**config.mk**
```make
export PLATFORM = sky130hd
export DESIGN_NAME = key_value_linear_table_core
export DESIGN_NICKNAME = d
export VERILOG_FILES = /design/src/rtl/kvlt_pkg.sv /design/src/rtl/key_value_linear_table_core.sv /design/src/rtl/kvlt_ctrl.sv /design/src/rtl/kvlt_datapath.sv
export SDC_FILE = /design/constraint.sdc
export NUM_CORES = 1
export LEC_CHECK = 0
export ABC_CLOCK_PERIOD_IN_PS = 7800
export BUFFER_PORTS_ARGS = -buffer_cell sky130_fd_sc_hd__buf_2
export CAP_MARGIN = 20
export CORE_MARGIN = 1.5
export CORE_UTILIZATION = 47
export DETAILED_ROUTE_END_ITERATION = 8
export REMOVE_ABC_BUFFERS = 1
export SLEW_MARGIN = 10
export SYNTH_ARGS = -nofsm -noshare
export SYNTH_HDL_FRONTEND = slang
export SYNTH_SLANG_ARGS = --single-unit
```
**constraint.sdc**
```tcl
create_clock -name clk -period 7.8 [get_ports clk]
set_input_delay 1.17 -clock clk [delete_from_list [all_inputs] [get_ports clk]]
set_output_delay 1.17 -clock clk [all_outputs]
set_load 0.02 [all_outputs]
```
**src/rtl/kvlt_pkg.sv**
```systemverilog
// ----------------------------------------------------------------------------
// kvlt_pkg
// Shared constants, codes and control types for the key/value linear table.
// ----------------------------------------------------------------------------
package kvlt_pkg;

    // default configuration
    localparam int ENTRIES_DEF    = 16;
    localparam int VALUE_BITS_DEF = 32;

    // fixed field widths
    localparam int KEY_W    = 32;
    localparam int DATA_W   = 32;
    localparam int STATUS_W = 2;
    localparam int COUNT_W  = 5;

    // packed stream widths
    localparam int IN_DATA_W  = KEY_W + DATA_W;
    localparam int OUT_FIELDS = 1 + DATA_W + COUNT_W;
    localparam int OUT_DATA_W = ((OUT_FIELDS + 7) / 8) * 8;

    // request opcodes
    typedef enum logic
    {
        OP_SET = 1'b0,
        OP_GET = 1'b1
    } opcode_t;

    // result status codes
    typedef enum logic [STATUS_W-1:0]
    {
        STAT_INSERTED = 2'd0,
        STAT_PRESENT  = 2'd1,
        STAT_FULL     = 2'd2,
        STAT_GET      = 2'd3
    } status_t;

    // controller to datapath
    typedef struct packed
    {
        logic load;     // capture the request word
        logic scan;     // step the key search
        logic vread;    // fetch the value of the matched entry
        logic finish;   // update table, load the result register
    } kvlt_cmd_t;

    // datapath to controller
    typedef struct packed
    {
        logic scan_done;  // search ended, no read outstanding
        logic out_free;   // result register can take a new word
    } kvlt_stat_t;

endpackage

```
**src/rtl/key_value_linear_table_core.sv**
```systemverilog
// ----------------------------------------------------------------------------
// key_value_linear_table_core
// Insertion-ordered key/value table with linear search, set and get requests.
// ----------------------------------------------------------------------------
// The stored keys sit in a one-port memory and are read and compared one per
// cycle, so the search loop over the used entries sets how long a request
// takes; a hit ends the search early. One request is worked on at a time; the
// next is accepted the cycle after the previous result has been loaded into
// the output register, even while that word still waits for m_tready. A set
// of a new key appends it, a set of a present key changes nothing, a set into
// a full table is dropped with a full status. Every result carries the entry
// count after the request. No clearing pass runs after reset.
// ----------------------------------------------------------------------------
module key_value_linear_table_core
    import kvlt_pkg::*;
#(
    parameter int ENTRIES    = ENTRIES_DEF,
    parameter int VALUE_BITS = VALUE_BITS_DEF
)
(
    input  logic                  clk,
    input  logic                  rst_n,
    // request stream
    input  logic                  s_tvalid,
    output logic                  s_tready,
    input  logic [IN_DATA_W-1:0]  s_tdata,   // key[31:0], value_in[63:32]
    input  logic                  s_tuser,   // opcode[0]
    // result stream
    output logic                  m_tvalid,
    input  logic                  m_tready,
    output logic [OUT_DATA_W-1:0] m_tdata,   // found[0], value_out[32:1],
                                             // entry_count[37:33], zero pad
    output logic [STATUS_W-1:0]   m_tuser    // status[1:0]
);

    kvlt_cmd_t           cmd;
    kvlt_stat_t          stat;
    logic                found;
    logic [DATA_W-1:0]   value_out;
    logic [COUNT_W-1:0]  entry_count;

    // sequencer
    kvlt_ctrl u_ctrl
    (
        .clk      (clk),
        .rst_n    (rst_n),
        .in_valid (s_tvalid),
        .in_ready (s_tready),
        .stat     (stat),
        .cmd      (cmd)
    );

    // storage and search datapath
    kvlt_datapath #(
        .ENTRIES    (ENTRIES),
        .VALUE_BITS (VALUE_BITS)
    ) u_datapath
    (
        .clk        (clk),
        .rst_n      (rst_n),
        .cmd        (cmd),
        .stat       (stat),
        .in_opcode  (s_tuser),
        .in_key     (s_tdata[KEY_W-1:0]),
        .in_value   (s_tdata[KEY_W +: DATA_W]),
        .out_valid  (m_tvalid),
        .out_ready  (m_tready),
        .out_status (m_tuser),
        .out_found  (found),
        .out_value  (value_out),
        .out_count  (entry_count)
    );

    // result word packing
    assign m_tdata = OUT_DATA_W'({entry_count, value_out, found});

endmodule

```
**src/rtl/kvlt_ctrl.sv**
```systemverilog
// ----------------------------------------------------------------------------
// kvlt_ctrl
// Request sequencer: accept, search, value fetch, result hand-off.
// ----------------------------------------------------------------------------
module kvlt_ctrl
    import kvlt_pkg::*;
(
    input  logic       clk,
    input  logic       rst_n,
    input  logic       in_valid,
    output logic       in_ready,
    input  kvlt_stat_t stat,
    output kvlt_cmd_t  cmd
);

    typedef enum logic [3:0]
    {
        ST_IDLE  = 4'b0001,
        ST_SCAN  = 4'b0010,
        ST_VREAD = 4'b0100,
        ST_DONE  = 4'b1000
    } state_t;

    state_t state_reg;
    state_t state_next;

    // next state and commands
    always_comb
    begin
        state_next = state_reg;
        in_ready   = 1'b0;
        cmd        = '0;
        unique case (state_reg)
            ST_IDLE:
            begin
                in_ready = 1'b1;
                if (in_valid)
                begin
                    cmd.load   = 1'b1;
                    state_next = ST_SCAN;
                end
            end
            ST_SCAN:
            begin
                cmd.scan = 1'b1;
                if (stat.scan_done)
                begin
                    state_next = ST_VREAD;
                end
            end
            ST_VREAD:
            begin
                cmd.vread  = 1'b1;
                state_next = ST_DONE;
            end
            ST_DONE:
            begin
                if (stat.out_free)
                begin
                    cmd.finish = 1'b1;
                    state_next = ST_IDLE;
                end
            end
            default:
            begin
                state_next = ST_IDLE;
            end
        endcase
    end

    // state register
    always_ff @(posedge clk or negedge rst_n)
    begin
        if (!rst_n)
        begin
            state_reg <= ST_IDLE;
        end
        else
        begin
            state_reg <= state_next;
        end
    end

endmodule

```
**src/rtl/kvlt_datapath.sv**
```systemverilog
// ----------------------------------------------------------------------------
// kvlt_datapath
// Key and value memories, search counter, comparator and result register.
// ----------------------------------------------------------------------------
module kvlt_datapath
    import kvlt_pkg::*;
#(
    parameter int ENTRIES    = ENTRIES_DEF,
    parameter int VALUE_BITS = VALUE_BITS_DEF
)
(
    input  logic                clk,
    input  logic                rst_n,
    input  kvlt_cmd_t           cmd,
    output kvlt_stat_t          stat,
    input  logic                in_opcode,
    input  logic [KEY_W-1:0]    in_key,
    input  logic [DATA_W-1:0]   in_value,
    output logic                out_valid,
    input  logic                out_ready,
    output logic [STATUS_W-1:0] out_status,
    output logic                out_found,
    output logic [DATA_W-1:0]   out_value,
    output logic [COUNT_W-1:0]  out_count
);

    localparam int CNT_W   = $clog2(ENTRIES + 1);
    localparam int IDX_W   = (ENTRIES > 1) ? $clog2(ENTRIES) : 1;
    localparam int STORE_W = (VALUE_BITS < DATA_W) ? VALUE_BITS : DATA_W;

    // table storage, undefined until written
    logic [KEY_W-1:0]   key_mem [ENTRIES];
    logic [STORE_W-1:0] val_mem [ENTRIES];

    // request word
    logic                op_reg;
    logic [KEY_W-1:0]    key_reg;
    logic [STORE_W-1:0]  val_reg;

    // search state
    logic [CNT_W-1:0]    used_reg;
    logic [CNT_W-1:0]    rd_idx_reg;
    logic                cmp_valid_reg;
    logic [IDX_W-1:0]    cmp_idx_reg;
    logic                hit_reg;
    logic [IDX_W-1:0]    hit_idx_reg;
    logic [KEY_W-1:0]    key_q_reg;
    logic [STORE_W-1:0]  val_q_reg;

    // result register
    logic                out_valid_reg;
    logic [STATUS_W-1:0] status_reg;
    logic                found_reg;
    logic [DATA_W-1:0]   value_reg;
    logic [COUNT_W-1:0]  count_reg;

    logic                issue;
    logic                match;
    logic                full;
    logic                do_insert;
    logic [CNT_W-1:0]    used_next;
    status_t             status_next;

    // search control
    assign issue = cmd.scan && !hit_reg && (rd_idx_reg != used_reg);
    assign match = cmp_valid_reg && !hit_reg && (key_q_reg == key_reg);
    assign full  = (used_reg == CNT_W'(ENTRIES));

    assign stat.scan_done = !cmp_valid_reg && (hit_reg || (rd_idx_reg == used_reg));
    assign stat.out_free  = !out_valid_reg || out_ready;

    // insert decision and result status
    assign do_insert = cmd.finish && (op_reg == OP_SET) && !hit_reg && !full;
    assign used_next = do_insert ? (used_reg + CNT_W'(1)) : used_reg;

    always_comb
    begin
        if (op_reg == OP_GET)
        begin
            status_next = STAT_GET;
        end
        else if (hit_reg)
        begin
            status_next = STAT_PRESENT;
        end
        else if (full)
        begin
            status_next = STAT_FULL;
        end
        else
        begin
            status_next = STAT_INSERTED;
        end
    end

    // memories: insert write, registered reads
    always_ff @(posedge clk)
    begin
        if (do_insert)
        begin
            key_mem[used_reg[IDX_W-1:0]] <= key_reg;
            val_mem[used_reg[IDX_W-1:0]] <= val_reg;
        end
        if (issue)
        begin
            key_q_reg <= key_mem[rd_idx_reg[IDX_W-1:0]];
        end
        if (cmd.vread)
        begin
            val_q_reg <= val_mem[hit_idx_reg];
        end
    end

    // request capture and compare tracking
    always_ff @(posedge clk)
    begin
        if (cmd.load)
        begin
            op_reg  <= in_opcode;
            key_reg <= in_key;
            val_reg <= in_value[STORE_W-1:0];
        end
        if (issue)
        begin
            cmp_idx_reg <= rd_idx_reg[IDX_W-1:0];
        end
        if (cmd.load)
        begin
            hit_idx_reg <= '0;
        end
        else if (match)
        begin
            hit_idx_reg <= cmp_idx_reg;
        end
    end

    // search control registers
    always_ff @(posedge clk or negedge rst_n)
    begin
        if (!rst_n)
        begin
            used_reg      <= '0;
            rd_idx_reg    <= '0;
            cmp_valid_reg <= 1'b0;
            hit_reg       <= 1'b0;
        end
        else
        begin
            used_reg      <= used_next;
            cmp_valid_reg <= issue;
            if (cmd.load)
            begin
                rd_idx_reg <= '0;
                hit_reg    <= 1'b0;
            end
            else
            begin
                if (issue)
                begin
                    rd_idx_reg <= rd_idx_reg + CNT_W'(1);
                end
                if (match)
                begin
                    hit_reg <= 1'b1;
                end
            end
        end
    end

    // result valid
    always_ff @(posedge clk or negedge rst_n)
    begin
        if (!rst_n)
        begin
            out_valid_reg <= 1'b0;
        end
        else if (cmd.finish)
        begin
            out_valid_reg <= 1'b1;
        end
        else if (out_ready)
        begin
            out_valid_reg <= 1'b0;
        end
    end

    // result payload
    always_ff @(posedge clk)
    begin
        if (cmd.finish)
        begin
            status_reg <= status_next;
            found_reg  <= hit_reg;
            value_reg  <= ((op_reg == OP_GET) && hit_reg) ? DATA_W'(val_q_reg) : '0;
            count_reg  <= COUNT_W'(used_next);
        end
    end

    assign out_valid  = out_valid_reg;
    assign out_status = status_reg;
    assign out_found  = found_reg;
    assign out_value  = value_reg;
    assign out_count  = count_reg;

endmodule

```
==> summary.md <==
| Metric | Value |
|---|---|
| Outcome | finished, final reports clean |
| Max-Cap Viols | 0 |
| Placed cells | 3143 |
| Post-synthesis instance total | 1807 |
| Final Cycle Share | 51.19% |
| Most common cell in the synthesized netlist | edfxtp_1 |
| Initial antenna violation count | 6 |
| Share of post-route cells with drive strength above 1 | 33.02% |
| Final setup viols | 0 |
| Final Max Slew Viols | 0 |
| Drt wl/cell | 27.97 um |
| Type of origin of the critical path | flip-flop |
| CTS tree | yes |
| Max H-tree Level | 4 |
| Clk Latency, worst-skew pair | 720 ps |
| Type of the worst setup path | reg2reg |
| Setup_tns | 0 ps |
| Pin count of the biggest net entering global routing | 70 |
| Final hold slack | 408.8 ps |
| EDFF count, synth | 1197 |
| Clk root buf | clkbuf_16 |
| Height of the die | 313.5 um |
| Die ar. | 98260 sq um |
| Worst-case vdd ir drop | 0.2146 mV |
| Seq/Total Area, Yosys | 80.46% |
| Synthesis-stage register bit count | 1218 |
| Unique masters post-synth | 45 |
| Num CTS Buffers | 130 |
| Num Clock Sinks | 1218 |
| Overall power | 14.65 mW |
| Worst Path Required | 8150 ps |
| Worst Clk Skew | 26.14 ps |
| Power Density | 284.0 nW/um^2 |
| GP Congestion | 0.7675 |
| Total grt overflow | 0 |
| Drt pass-1 iters | 5 |
| Setup bufs post-CTS | 0 |
| Ys async rst share | 1.396% |
| Gr usage total | 19.75% |
| Synth warn | 0 |
| Worst slew pin tran | 1088 ps |
| Via count | 19330 |
| Number of global-route vias before repair | 20670 |
| Die Wd | 313.5 um |
| Io pins | 113 |
| Dominant cell type by area after synthesis | edfxtp_1 |
| Syn Std Cell Area | 45300 sq um |
| Buffers on Ports | 110 |
| Commonest cells in the netlist | 1197 x edfxtp_1, 320 x mux4_2, 49 x clkbuf_1 |
| Crit path arrival time | 4340 ps |
| Clock slew at reported path FFs | 60 ps |
| RSZ-0062 raised after global routing | no |
| Clk buf depth | 3 |
| Starting DRT DRC Count | 1920 |
| Crit. End Element | flip-flop |
| Final Critical Period | 3993 ps |
| Row Count | 113 |
| Cts repair resizes | 0 |
| P_leak | 15.82 nW |
| First-pass GRT wire length | 139.5 mm |
| Synth top area share | 79.34% |
| Initial core utilization | 47.54% |
| Drt drc | 0 |
| Final HPWL DP | 50.87 mm |
| Fmax | 250.5 MHz |
| Syn_area_per_cell | 25.07 sq um |
| P&R area growth vs syn | 13.88% |
| Hold Violations, Final | 0 |
| Post-route ant nets | 0 |
| Final wirelength | 94.37 mm |
| Vias per cell | 5.729 |
| Ranking of synthesized cells by area | edfxtp_1 79%, mux4_2 16%, dfrtp_1 0.88% |
| Finished Layout Cells | 3374 |
| Core area | 95290 sq um |
| Min-delay worst type | in2async |
| Dominant synthesized flop cell | edfxtp_1 |
| Nets | 2086 |
| Hold_buf cts | 0 |
| Worst-path maximum fanout | 37 |
| Slew HR | 27.29% |
-- metal layers --
layer  global-route usage [%]  wire length [um]  vias to the layer above
met1                    28.32             40900                    10410
met5                        0                13                        -
li1                         -                 -                     8169
met2                    30.66             45220                      612
met4                    5.962              2048                        2
met3                    4.427              6182                      140
-- through the flow --
step	setup WS [ps]	cell area [sq um]	util (%)
2_1_floorplan	805.0	44910	-
6_report	3807	51590	54.14
5_1_grt	3615	51590	54.14
3_5_place_dp	3228	47580	49.93
3_3_place_gp	3106	47510	49.86
4_1_cts	3759	51540	54.08
-- logic make-up after synthesis --
family	after synthesis	share of synthesized area, %
AOI/OAI and AO/OA	12	0.1767
xor gates and xnor gates	44	0.8672
adders and majority gates	5	0.1381
buffers and inverters	93	0.9197
DFF	1218	80.46
muxes	326	16.04
other	1	0.008277
and+or+nand+nor	108	1.392
-- report_power, final --
group	switching [mW]	internal (mW)
Sequential	0.379	7.63
Clock	2.44	3.28
Combinational	0.465	0.460
Total	3.29	11.4
-- cell type report --
class,count,area [sq um]
antenna,1,2.502
clock buffer,156,3393
clock inverter,72,559.3
fill,7116,43700
inverter,5,21.27
multi-input combinational,497,8557
sequential,1218,36470
tap,1265,1583
timing repair buffer,160,1006
-- cell usage in the layout (no fill, tap or decap), drive strengths merged, types with 2 or more instances in the layout --
| cell type | netlist | layout |
|---|---|---|
| edfxtp | 1197 | 1197 |
| mux4 | 320 | 320 |
| buf | 37 | 160 |
| clkbuf | 50 | 156 |
| clkinv | 0 | 57 |
| and3 | 34 | 34 |
| xor2 | 25 | 25 |
| xnor2 | 19 | 19 |
| nand2 | 18 | 18 |
| nor2 | 18 | 18 |
| dfrtp | 16 | 16 |
| inv | 5 | 13 |
| nor4 | 8 | 8 |
| nor3 | 8 | 8 |
| mux2i | 6 | 6 |
| nand4 | 5 | 5 |
| nand2b | 5 | 5 |
| ha | 5 | 5 |
| bufinv | 0 | 5 |
| dfxtp | 4 | 4 |
| nand3 | 3 | 3 |
| a21oi | 3 | 3 |
| or2 | 2 | 2 |
| o21ai | 2 | 2 |
| or2b | 2 | 2 |
| o211ai | 2 | 2 |
| conb | 1 | 2 |
| clkinvlp | 0 | 2 |
| o21a | 2 | 2 |
-- final timing paths --
kind	startpoint	endpoint	slack, ps	depth (start not counted)
min in group clk	u_datapath.cmp_valid_reg	u_ctrl.state_reg[2]	510	1
worst min-delay path	rst_n	u_datapath.rd_idx_reg[0]	410	1
worst min register to register	u_datapath.cmp_valid_reg	u_ctrl.state_reg[2]	510	1
worst max-delay path	u_ctrl.state_reg[1]	u_datapath.key_mem[9][27]	3810	5
worst max register to register	u_ctrl.state_reg[1]	u_datapath.key_mem[9][27]	3810	5
max in group asynchronous	rst_n	u_datapath.rd_idx_reg[1]	6970	1
-- critical path, stage by stage, from the launching register on --
cell and delay, ps:
dfrtp_1 480, or4b_4 610, nor4_4 550, nand2_1 340, nor2_4 920, buf_4 680
Power figures use the tool's default switching activity.
